==> src/rtl/nfc_pkg.sv <==
// Shared types, constants and the step microprogram of the cubic-roots Newton unit.
// Used by every module of the block but nfc_ram; depends on nothing else.
package nfc_pkg;

    localparam int FRAC_BITS = 32;
    localparam int INT_BITS  = 16;
    localparam int W         = INT_BITS + FRAC_BITS;
    localparam int TOL_W     = 33;
    localparam int ITER_W    = 8;
    localparam int ROOT_W    = 2;
    localparam int COLOUR_W  = 24;
    localparam int SLOTS     = 32;
    localparam int PC_W      = 6;

    typedef logic signed [W-1:0] word_t;

    localparam word_t FX_VMAX = {1'b0, {(W-1){1'b1}}};
    localparam word_t FX_VMIN = {1'b1, {(W-1){1'b0}}};
    localparam word_t FX_ONE  = {{(INT_BITS-1){1'b0}}, 1'b1, {FRAC_BITS{1'b0}}};
    localparam word_t FX_HNEG = -(FX_ONE >>> 1);

    // Register map (byte address bit 3 selects the register).
    localparam logic REG_TOLERANCE = 1'b0;
    localparam logic REG_MAX_ITER  = 1'b1;

    localparam logic [ROOT_W-1:0] ROOT_UP   = 2'd0;
    localparam logic [ROOT_W-1:0] ROOT_DN   = 2'd1;
    localparam logic [ROOT_W-1:0] ROOT_REAL = 2'd2;
    localparam logic [ROOT_W-1:0] ROOT_NONE = 2'd3;

    localparam logic [COLOUR_W-1:0] COLOUR_WHITE = 24'hFFFFFF;
    localparam logic [COLOUR_W-1:0] COLOUR_R     = 24'hFF0000;
    localparam logic [COLOUR_W-1:0] COLOUR_G     = 24'h00FF00;
    localparam logic [COLOUR_W-1:0] COLOUR_B     = 24'h0000FF;

    typedef struct packed {
        logic signed [W-1:0] start_re;
        logic signed [W-1:0] start_im;
    } in_t;

    typedef struct packed {
        logic signed [W-1:0]   final_re;
        logic signed [W-1:0]   final_im;
        logic [ITER_W-1:0]     iterations;
        logic [ROOT_W-1:0]     root_index;
        logic [COLOUR_W-1:0]   colour;
        logic                  singular;
    } out_t;

    typedef enum logic [3:0] {
        OP_MUL, OP_DIV, OP_CDIV, OP_ADD, OP_SUB, OP_SC3, OP_SC6, OP_NEG, OP_MOV,
        OP_CHK, OP_LOOP
    } op_t;

    typedef enum logic [4:0] {
        SL_X, SL_Y, SL_ONE, SL_XX, SL_YY, SL_XY, SL_T0, SL_T1, SL_F1, SL_F2,
        SL_A00, SL_A01, SL_A10, SL_DET, SL_I00, SL_I01, SL_I10, SL_I11,
        SL_S0, SL_S1, SL_NX, SL_NY, SL_DX, SL_DY, SL_RES
    } slot_t;

    typedef struct packed {
        op_t   op;
        slot_t dst;
        slot_t a;
        slot_t b;
    } uop_t;

    typedef struct packed {
        logic  start;
        op_t   op;
        word_t a;
        word_t b;
    } alu_req_t;

    typedef struct packed {
        logic  done;
        word_t result;
    } alu_rsp_t;

    localparam logic [PC_W-1:0] PC_LAST = 6'd43;

    // floor(sqrt(3) * 2^F), halved with rounding
    function automatic word_t half_sqrt3();
        logic [127:0] t;
        logic [127:0] s;
        logic [63:0]  v;
        logic [63:0]  c;
        t = 128'd3 << (2 * FRAC_BITS);
        v = '0;
        for (int b = FRAC_BITS; b >= 0; b--) begin
            c = v | (64'd1 << b);
            s = {64'd0, c} * {64'd0, c};
            if (s <= t) begin
                v = c;
            end
        end
        return W'((v + 64'd1) >> 1);
    endfunction

    localparam word_t FX_S3 = half_sqrt3();

    function automatic word_t box_cx(input logic [ROOT_W-1:0] k);
        return (k == ROOT_REAL) ? FX_ONE : FX_HNEG;
    endfunction

    function automatic word_t box_cy(input logic [ROOT_W-1:0] k);
        word_t r;
        unique case (k)
            ROOT_UP: r = FX_S3;
            ROOT_DN: r = -FX_S3;
            default: r = '0;
        endcase
        return r;
    endfunction

    function automatic logic [COLOUR_W-1:0] colour_base(input logic [ROOT_W-1:0] k);
        logic [COLOUR_W-1:0] r;
        unique case (k)
            ROOT_UP: r = COLOUR_R;
            ROOT_DN: r = COLOUR_G;
            default: r = COLOUR_B;
        endcase
        return r;
    endfunction

    // One Newton step as register-file micro-ops.
    function automatic uop_t uop_rom(input logic [PC_W-1:0] pc);
        uop_t u;
        unique case (pc)
            6'd0:  u = '{OP_MUL,  SL_XX,  SL_X,   SL_X};
            6'd1:  u = '{OP_MUL,  SL_YY,  SL_Y,   SL_Y};
            6'd2:  u = '{OP_MUL,  SL_XY,  SL_X,   SL_Y};
            6'd3:  u = '{OP_MUL,  SL_T0,  SL_YY,  SL_Y};
            6'd4:  u = '{OP_MUL,  SL_T1,  SL_XX,  SL_Y};
            6'd5:  u = '{OP_SC3,  SL_T1,  SL_T1,  SL_T1};
            6'd6:  u = '{OP_SUB,  SL_F1,  SL_T0,  SL_T1};
            6'd7:  u = '{OP_MUL,  SL_T0,  SL_XX,  SL_X};
            6'd8:  u = '{OP_MUL,  SL_T1,  SL_X,   SL_YY};
            6'd9:  u = '{OP_SC3,  SL_T1,  SL_T1,  SL_T1};
            6'd10: u = '{OP_SUB,  SL_T0,  SL_T0,  SL_T1};
            6'd11: u = '{OP_SUB,  SL_F2,  SL_T0,  SL_ONE};
            6'd12: u = '{OP_SC6,  SL_A00, SL_XY,  SL_XY};
            6'd13: u = '{OP_NEG,  SL_A00, SL_A00, SL_A00};
            6'd14: u = '{OP_SC3,  SL_T0,  SL_YY,  SL_YY};
            6'd15: u = '{OP_SC3,  SL_T1,  SL_XX,  SL_XX};
            6'd16: u = '{OP_SUB,  SL_A01, SL_T0,  SL_T1};
            6'd17: u = '{OP_SUB,  SL_A10, SL_T1,  SL_T0};
            6'd18: u = '{OP_MUL,  SL_T0,  SL_A00, SL_A00};
            6'd19: u = '{OP_MUL,  SL_T1,  SL_A01, SL_A10};
            6'd20: u = '{OP_SUB,  SL_DET, SL_T0,  SL_T1};
            6'd21: u = '{OP_CHK,  SL_DET, SL_DET, SL_DET};
            6'd22: u = '{OP_DIV,  SL_I00, SL_A00, SL_DET};
            6'd23: u = '{OP_NEG,  SL_T0,  SL_A01, SL_A01};
            6'd24: u = '{OP_DIV,  SL_I01, SL_T0,  SL_DET};
            6'd25: u = '{OP_NEG,  SL_T0,  SL_A10, SL_A10};
            6'd26: u = '{OP_DIV,  SL_I10, SL_T0,  SL_DET};
            6'd27: u = '{OP_DIV,  SL_I11, SL_A00, SL_DET};
            6'd28: u = '{OP_MUL,  SL_T0,  SL_I00, SL_F1};
            6'd29: u = '{OP_MUL,  SL_T1,  SL_I01, SL_F2};
            6'd30: u = '{OP_ADD,  SL_S0,  SL_T0,  SL_T1};
            6'd31: u = '{OP_MUL,  SL_T0,  SL_I10, SL_F1};
            6'd32: u = '{OP_MUL,  SL_T1,  SL_I11, SL_F2};
            6'd33: u = '{OP_ADD,  SL_S1,  SL_T0,  SL_T1};
            6'd34: u = '{OP_SUB,  SL_NX,  SL_X,   SL_S0};
            6'd35: u = '{OP_SUB,  SL_NY,  SL_Y,   SL_S1};
            6'd36: u = '{OP_SUB,  SL_DX,  SL_NX,  SL_X};
            6'd37: u = '{OP_SUB,  SL_DY,  SL_NY,  SL_Y};
            6'd38: u = '{OP_MUL,  SL_T0,  SL_DX,  SL_DX};
            6'd39: u = '{OP_MUL,  SL_T1,  SL_DY,  SL_DY};
            6'd40: u = '{OP_ADD,  SL_RES, SL_T0,  SL_T1};
            6'd41: u = '{OP_MOV,  SL_X,   SL_NX,  SL_NX};
            6'd42: u = '{OP_MOV,  SL_Y,   SL_NY,  SL_NY};
            default: u = '{OP_LOOP, SL_RES, SL_RES, SL_RES};
        endcase
        return u;
    endfunction

endpackage

==> src/rtl/nfc_alu.sv <==
// Shared fixed-point arithmetic unit: saturating add/sub/negate/scale/move with a
// registered result, 16-bit-chunk multiply and bit-serial restoring divide. Uses nfc_pkg.
module nfc_alu (
    input  logic              clk,
    input  logic              rst_n,
    input  nfc_pkg::alu_req_t req,
    output nfc_pkg::alu_rsp_t rsp
);
    import nfc_pkg::*;

    localparam int PW  = 2 * W;
    localparam int CH  = (W + 15) / 16;
    localparam int MCW = $clog2(CH);
    localparam int PXW = CH * 16 + W;
    localparam int DW  = W + FRAC_BITS;
    localparam int DCW = $clog2(DW);
    localparam int XW  = W + 3;

    typedef enum logic [4:0] {
        A_IDLE = 5'b00001,
        A_MUL  = 5'b00010,
        A_MRND = 5'b00100,
        A_DIV  = 5'b01000,
        A_DRND = 5'b10000
    } aphase_t;

    aphase_t             phase_reg, phase_next;
    logic                done_reg, done_next;
    word_t               res_reg, res_next;
    logic                neg_reg, neg_next;
    logic                rnd_reg, rnd_next;
    logic [W-1:0]        ma_reg, ma_next;
    logic [CH*16-1:0]    mbx_reg, mbx_next;
    logic [PXW-1:0]      acc_reg, acc_next;
    logic [MCW-1:0]      mcnt_reg, mcnt_next;
    logic [DW-1:0]       num_reg, num_next;
    logic [DW-1:0]       quo_reg, quo_next;
    logic [W:0]          rem_reg, rem_next;
    logic [W-1:0]        md_reg, md_next;
    logic [DCW-1:0]      dcnt_reg, dcnt_next;

    logic [W-1:0]        mag_a, mag_b;
    logic [W+15:0]       pp;
    logic [PW-1:0]       mrq;
    logic [W:0]          rsh;
    logic [DW:0]         dq;
    logic signed [XW-1:0] ae, be, sv;

    function automatic logic [W-1:0] magn(input word_t v);
        return v[W-1] ? W'(-v) : W'(v);
    endfunction

    function automatic word_t clamp(input logic signed [XW-1:0] v);
        word_t r;
        if (v > $signed({4'b0000, {(W-1){1'b1}}}))
            r = FX_VMAX;
        else if (v < $signed({4'b1111, {(W-1){1'b0}}}))
            r = FX_VMIN;
        else
            r = W'(v);
        return r;
    endfunction

    function automatic word_t finish(input logic neg, input logic [PW-1:0] m);
        word_t r;
        if (m > PW'(FX_VMAX))
            r = neg ? FX_VMIN : FX_VMAX;
        else
            r = neg ? -W'(m) : W'(m);
        return r;
    endfunction

    always_comb
    begin
        mag_a = magn(req.a);
        mag_b = magn(req.b);
        ae    = XW'(req.a);
        be    = XW'(req.b);
        unique case (req.op)
            OP_ADD:  sv = ae + be;
            OP_SUB:  sv = ae - be;
            OP_NEG:  sv = -ae;
            OP_SC3:  sv = (ae <<< 1) + ae;
            OP_SC6:  sv = (ae <<< 2) + (ae <<< 1);
            default: sv = ae;
        endcase
        pp  = (W + 16)'(ma_reg) * (W + 16)'(mbx_reg[16 * mcnt_reg +: 16]);
        mrq = (acc_reg[PW-1:0] + (PW'(1) << (FRAC_BITS - 1))) >> FRAC_BITS;
        rsh = {rem_reg[W-1:0], num_reg[DW-1]};
        dq  = (DW + 1)'(quo_reg)
            + (DW + 1)'(rnd_reg && (rem_reg >= ((W + 1)'(md_reg) - rem_reg)));
    end

    always_comb
    begin
        phase_next = phase_reg;
        done_next  = 1'b0;
        res_next   = res_reg;
        neg_next   = neg_reg;
        rnd_next   = rnd_reg;
        ma_next    = ma_reg;
        mbx_next   = mbx_reg;
        acc_next   = acc_reg;
        mcnt_next  = mcnt_reg;
        num_next   = num_reg;
        quo_next   = quo_reg;
        rem_next   = rem_reg;
        md_next    = md_reg;
        dcnt_next  = dcnt_reg;
        unique case (phase_reg)
            A_IDLE:
            begin
                if (req.start)
                begin
                    neg_next = req.a[W-1] ^ req.b[W-1];
                    unique case (req.op)
                        OP_MUL:
                        begin
                            ma_next    = mag_a;
                            mbx_next   = (CH * 16)'(mag_b);
                            acc_next   = '0;
                            mcnt_next  = '0;
                            phase_next = A_MUL;
                        end
                        OP_DIV, OP_CDIV:
                        begin
                            if (req.op == OP_DIV)
                                num_next = {mag_a, {FRAC_BITS{1'b0}}};
                            else
                                num_next = DW'(mag_a);
                            neg_next   = (req.op == OP_DIV) && (req.a[W-1] ^ req.b[W-1]);
                            rnd_next   = (req.op == OP_DIV);
                            md_next    = mag_b;
                            quo_next   = '0;
                            rem_next   = '0;
                            dcnt_next  = '0;
                            phase_next = A_DIV;
                        end
                        default:
                        begin
                            res_next  = clamp(sv);
                            done_next = 1'b1;
                        end
                    endcase
                end
            end
            A_MUL:
            begin
                acc_next  = acc_reg + (PXW'(pp) << (16 * mcnt_reg));
                mcnt_next = mcnt_reg + 1'b1;
                if (mcnt_reg == MCW'(CH - 1))
                    phase_next = A_MRND;
            end
            A_MRND:
            begin
                res_next   = finish(neg_reg, mrq);
                done_next  = 1'b1;
                phase_next = A_IDLE;
            end
            A_DIV:
            begin
                if (rsh >= (W + 1)'(md_reg))
                begin
                    rem_next = rsh - (W + 1)'(md_reg);
                    quo_next = {quo_reg[DW-2:0], 1'b1};
                end
                else
                begin
                    rem_next = rsh;
                    quo_next = {quo_reg[DW-2:0], 1'b0};
                end
                num_next  = {num_reg[DW-2:0], 1'b0};
                dcnt_next = dcnt_reg + 1'b1;
                if (dcnt_reg == DCW'(DW - 1))
                    phase_next = A_DRND;
            end
            A_DRND:
            begin
                res_next   = finish(neg_reg, PW'(dq));
                done_next  = 1'b1;
                phase_next = A_IDLE;
            end
            default: phase_next = A_IDLE;
        endcase
    end

    always_ff @(posedge clk or negedge rst_n)
    begin
        if (!rst_n)
        begin
            phase_reg <= A_IDLE;
            done_reg  <= 1'b0;
        end
        else
        begin
            phase_reg <= phase_next;
            done_reg  <= done_next;
        end
    end

    always_ff @(posedge clk)
    begin
        res_reg  <= res_next;
        neg_reg  <= neg_next;
        rnd_reg  <= rnd_next;
        ma_reg   <= ma_next;
        mbx_reg  <= mbx_next;
        acc_reg  <= acc_next;
        mcnt_reg <= mcnt_next;
        num_reg  <= num_next;
        quo_reg  <= quo_next;
        rem_reg  <= rem_next;
        md_reg   <= md_next;
        dcnt_reg <= dcnt_next;
    end

    assign rsp.done   = done_reg;
    assign rsp.result = res_reg;

endmodule

==> config.mk <==
export PLATFORM = sky130hd
export DESIGN_NAME = nfc_alu
export DESIGN_NICKNAME = d
export VERILOG_FILES = /design/src/rtl/nfc_pkg.sv /design/src/rtl/nfc_alu.sv
export SDC_FILE = /design/constraint.sdc
export NUM_CORES = 2
export LEC_CHECK = 0
export BUFFER_PORTS_ARGS = -buffer_cell sky130_fd_sc_hd__clkbuf_2
export CORE_MARGIN = 2
export CORE_UTILIZATION = 35
export DETAILED_ROUTE_END_ITERATION = 8
export MAX_ROUTING_LAYER = met4
export REMOVE_ABC_BUFFERS = 1
export SLEW_MARGIN = 25
export SYNTH_ARGS = -nofsm -noshare
export SYNTH_HDL_FRONTEND = slang
export SYNTH_SLANG_ARGS = --single-unit
==> constraint.sdc <==
create_clock -name clk -period 21.2 [get_ports clk]
set_input_delay 5.3 -clock clk [delete_from_list [all_inputs] [get_ports clk]]
set_output_delay 5.3 -clock clk [all_outputs]
set_load 0.1 [all_outputs]
### Yosys cells after proc, flatten, opt, wreduce, memory -nomap -nowiden

Cells that the tools add are included.
Widths: inputs -> output; s select.

| cells by class | value |
|---|---|
| $add $sub $neg | 16 |
| multipliers | 1 |
| magnitude comparators | 6 |
| eq/ne operators | 21 |
| shifts and indexed selects | 2 |
| muxes and demuxes | 43 |
| bitwise operators | 1 |
| reductions and logical operators | 16 |

Operators with widths:

| kind | count |
|---|---|
| $mux 48 | 11 |
| $mux 80 | 5 |
| $pmux 80 s2 | 2 |
| $pmux 51 s5 | 1 |
| $mux 96 | 2 |
| $neg 48->48 | 4 |
| $pmux 96 s2 | 1 |
| $mux 49 | 3 |
| $pmux 48 s3 | 1 |
| $pmux 49 s2 | 1 |
| $add 96x32->96 const B | 1 |
| $add 96x96->96 | 1 |
| $shl 64x6->96 | 1 |
| $add 80x1->81 | 1 |
| $gt 81x47->1 const B | 1 |
| $gt 64x47->1 const B | 1 |
| $mul 48x16->64 | 1 |
| $add 50x49->51 | 1 |
| $gt 51x48->1 const B | 1 |
| $lt 51x48->1 const B | 1 |
| $neg 48->51 | 1 |
| $add 49x48->50 | 1 |
| $add 48x48->49 | 1 |
| $ge 49x48->1 | 1 |
| other kinds (39) | 61 |

| word-level totals | value |
|---|---|
| register bits | 514 |
| input port bits | 103 |
| word-level logic and storage cells | 120 |

### Longest topological paths before layout

| logic depth | value |
|---|---|
| word-level depth | 8 |
| gate-level depth with buffers | 48 |
| depth with buffers taken out | 43 |

### Worst setup path before layout

OpenSTA, ideal clock, no wires.

| timing path | value |
|---|---|
| path type | in2reg |
| from | input port req[98] (netlist name) |
| to | register ma_reg[0] (enable) |
| library setup time | 0.786 ns |
| arrival time | 14.838 ns |
| slack | 5.576 ns |
| stages | 3 |
| path buffers | 1 |
| cell sequence | clkbuf_1 -> or2_2 -> nor4_1 |

| between the ends | value |
|---|---|
| longest elaborated chain between the ends | 2 |

Ends and longest elaborated chain:

| element | line | RTL |
|---|---|---|
| start: declaration | nfc_alu.sv:6 | `input nfc_pkg::alu_req_t req,` |
| $logic_not 4->1 | nfc_alu.sv:116 | `unique case (req.op)` |
| $reduce_and 3->1 (no source line) | -- |  |
| end signal: assignment | nfc_alu.sv:206 | `ma_reg <= ma_next;` |
| end: declaration | nfc_alu.sv:32 | `logic [W-1:0] ma_reg, ma_next;` |

No other way between the ends.
A chain may end at the register's enable or synchronous reset.

### Worst setup path in the final report

| timing path | value |
|---|---|
| from | register mcnt_reg[1] |
| to | register acc_reg[85], data pin |

| between the ends | value |
|---|---|
| longest elaborated chain between the ends | 5 |

Ends and longest elaborated chain:

| element | line | RTL |
|---|---|---|
| start: declaration | nfc_alu.sv:35 | `logic [MCW-1:0] mcnt_reg, mcnt_next;` |
| start signal: assignment | nfc_alu.sv:209 | `mcnt_reg <= mcnt_next;` |
| $shiftx 48x7->16 | nfc_alu.sv:87 | `pp = (W + 16)'(ma_reg) * (W + 16)'(mbx_reg[16 * mcnt_reg +: 16]);` |
| $mul 48x16->64 | nfc_alu.sv:87 |  |
| $shl 64x6->96 * | nfc_alu.sv:149 | `acc_next = acc_reg + (PXW'(pp) << (16 * mcnt_reg));` |
| $add 96x96->96 * | nfc_alu.sv:149 |  |
| $pmux 96 s2 * | nfc_alu.sv:110 | `unique case (phase_reg)` |
| end signal: assignment | nfc_alu.sv:208 | `acc_reg <= acc_next;` |
| end: declaration | nfc_alu.sv:34 | `logic [PXW-1:0] acc_reg, acc_next;` |

Every way passes the cells marked *; elsewhere a longest branch is shown, timed or not.

==> results.cfg <==
[synthesis]
synthCells = 9587
synth_edf_count = 508
avgSynthCellArea_sq_um = 8.15
synth_cell_types = 93
synth-seq-area-share_pct = 19.7
yosysWarningCount = 0
ys_seq_elements = 514
async_reset_ff_share_pct = 1.17
syn_area_sq_um = 78200
synthFlopType = edfxtp_1

[timing]
clock-skew-final_ps = 55.7
setup_viol = 0
setup_tns_ps = 0
max_slew.worst_pin.slew_ps = 1230
period_share_pct = 64.9
final-max-slew-violation-count = 0
period_needed_ps = 13760
slew-limit-headroom_pct = 17.4
fmax_mhz = 72.7
rsz0062_at_grt = false
hold_viol_final = 0

[clock_tree]
cts-root-buf = clkbuf_16
cts-buffers-inserted = 68
cts_setup_buffers = 0
htreeDepth = 3
cts.clk_slew.worst_paths_ps = 60
cts_resized = 0
ctsHoldBuffers = 0
cts_sinks = 514
clk_latency_ps = 690
tritoncts = built
clock_tree.buffer_depth = 3

[worst_hold_path]
min_path_type = flip-flop to flip-flop

[placed_design]
hpwlAfterDp_um = 233000
placed_cells = 12303
portBuffers = 151
dpl_cell_area_sq_um = 81700
routabilityCongestion = 0.992

[grt]
grt_pass1_vias = 71230
grt_pass1_wl_um = 452000
overflow = 0
antenna_found_initial = 33
gr-usage-all-layers_pct = 26.5
grt_max_degree = 101

[layout]
largest_reg_flops = 96
final_layout_size_suffix_gt1_share_pct = 5.29
nets = 10728
final_cell_area_sq_um = 84200
stdcell_count = 12457
finalCoreUtilization_pct = 37.9
nFillCells = 23085
areaGrowthSynthToFinish_pct = 7.66

[run_status]
status = finished, final reports clean

[setup_path]
r2r_cells = 41
cpMostUsedCell = fa_1
cp.depth = 41
worstReg2RegEnd = acc_reg[85]$_SDFFCE_PN0P_
r2r_start = mcnt_reg[1]$_SDFFCE_PN0P_
arrival_ps = 14140
startpoint = mcnt_reg[1]$_SDFFCE_PN0P_
path_delay_family = adder cells
critPathSlowestCell = o21ai_0
crit_buf_inv = 6
start_kind = flip-flop
crit_fanout = 48
critPathCaptureType = flip-flop
crit_type = flip-flop to flip-flop
cp.required_ps = 21580
slowest_delay_ps = 790
worstSetupEndpoint = acc_reg[85]$_SDFFCE_PN0P_
rrSetupSlack_ps = 7440

[drt]
viasPerCell = 5.84
postRouteAntennaNets = 0
dr_total_vias = 72687
dr.pass1.iters = 9
wl_per_cell_um = 24.1
drtIter0Drc = 7617
drt_wl_total_um = 301000
drc = 0

[die]
pin_count = 152
die-area_sq_um = 227000
fp.coreArea_sq_um = 222000
die-width_um = 477
die_h_um = 477
rows = 173
start_util_pct = 35.2

[run]
cap_violations = 0
layer usage:
layer / wire length (um) / global-route usage (%) / share of wire [%]
met1: 129000 / 35.1 / 43
met2: 132000 / 39.7 / 44
met3: 25400 / 4.63 / 8.4
met4: 14700 / 11.7 / 4.9
met5: 0 / - / 0
metrics by stage:
step | setup WS [ps] | hold WS, ps
after CTS | 7690 | 527
after global routing | 6740 | 544
after floorplan | 5720 | 484
after global placement | 7900 | 504
final | 7440 | 524
after detailed placement | 7770 | 511
cell families after synthesis:
logic type	synth area share [%]
buf+inv	7.70
simple gates	20.3
flops	19.7
fa+ha+maj	25.8
mux	1.34
xor+xnor	6.08
compound gates	19.0
placed cells by master (no fill, tap or decap), types with 56 or more instances in the layout:
master	instances
nand2b_1	68
o21a_1	62
edfxtp_1	508
xnor2_1	364
inv_1	1084
a211oi_1	63
nor3_1	148
and3_1	108
a21oi_1	676
ha_1	577
a221oi_1	56
clkbuf_2	151
nand4_1	169
xor2_1	173
clkbuf_16	69
nand2_1	1162
nor2b_1	79
a31oi_1	99
nand3_1	216
or3_1	62
o21bai_1	89
and2_1	371
o21ai_0	500
nor2_1	640
a21o_1	244
o211ai_1	73
fa_1	648
nor4_1	74
mux2i_1	80
buf_4	88
synth_stat cells, drive strengths merged (89+ instances only):
master	number	area share, %
xor2	173	1.9
nand3	221	1.4
edfxtp	508	20
clkbuf	452	2.2
o21ai	523	3.3
nor2	648	3.1
a21o	244	2.3
fa	648	17
inv	1087	5.2
nand4	169	1.4
o21bai	89	0.85
and3	109	0.87
xnor2	370	4.1
nor3	151	1.0
a21oi	676	4.3
ha	577	9.2
nand2	1164	5.6
a31oi	99	0.79
and2	373	3.0
worst min-delay path, cell delays in order, from the launching register on:
cell	delay, ps
edfxtp_1	320
nand2_1	40
o21ai_0	60
worst min-delay path by stage:
| stage | end | slack [ps] | startpoint | depth (start not counted) |
|---|---|---|---|---|
| after floorplan | num_reg[14]$_DFFE_PP_ | 480 | num_reg[13]$_DFFE_PP_ | 2 |
| after global placement | num_reg[56]$_DFFE_PP_ | 500 | num_reg[55]$_DFFE_PP_ | 2 |
| after detailed placement | num_reg[18]$_DFFE_PP_ | 510 | num_reg[17]$_DFFE_PP_ | 2 |
| after CTS | num_reg[18]$_DFFE_PP_ | 530 | num_reg[17]$_DFFE_PP_ | 2 |
| after global routing | num_reg[17]$_DFFE_PP_ | 540 | num_reg[16]$_DFFE_PP_ | 2 |
| final | num_reg[23]$_DFFE_PP_ | 520 | num_reg[22]$_DFFE_PP_ | 2 |
cell type report:
class	count	area, sq um	share of cell area (%)
diodes	28	70.1	0.0833
repair buffers	245	1500	1.79
well taps	2975	3720	4.42
inverters	1090	4090	4.86
clock buffers	82	1800	2.13
flip-flops and latches	514	15400	18.3
multi-input cells	7481	57100	67.9
clock inverters	42	452	0.537
Power is not shown: default switching activity piles up to over one toggle a cycle in this logic, so the estimate is an artifact.
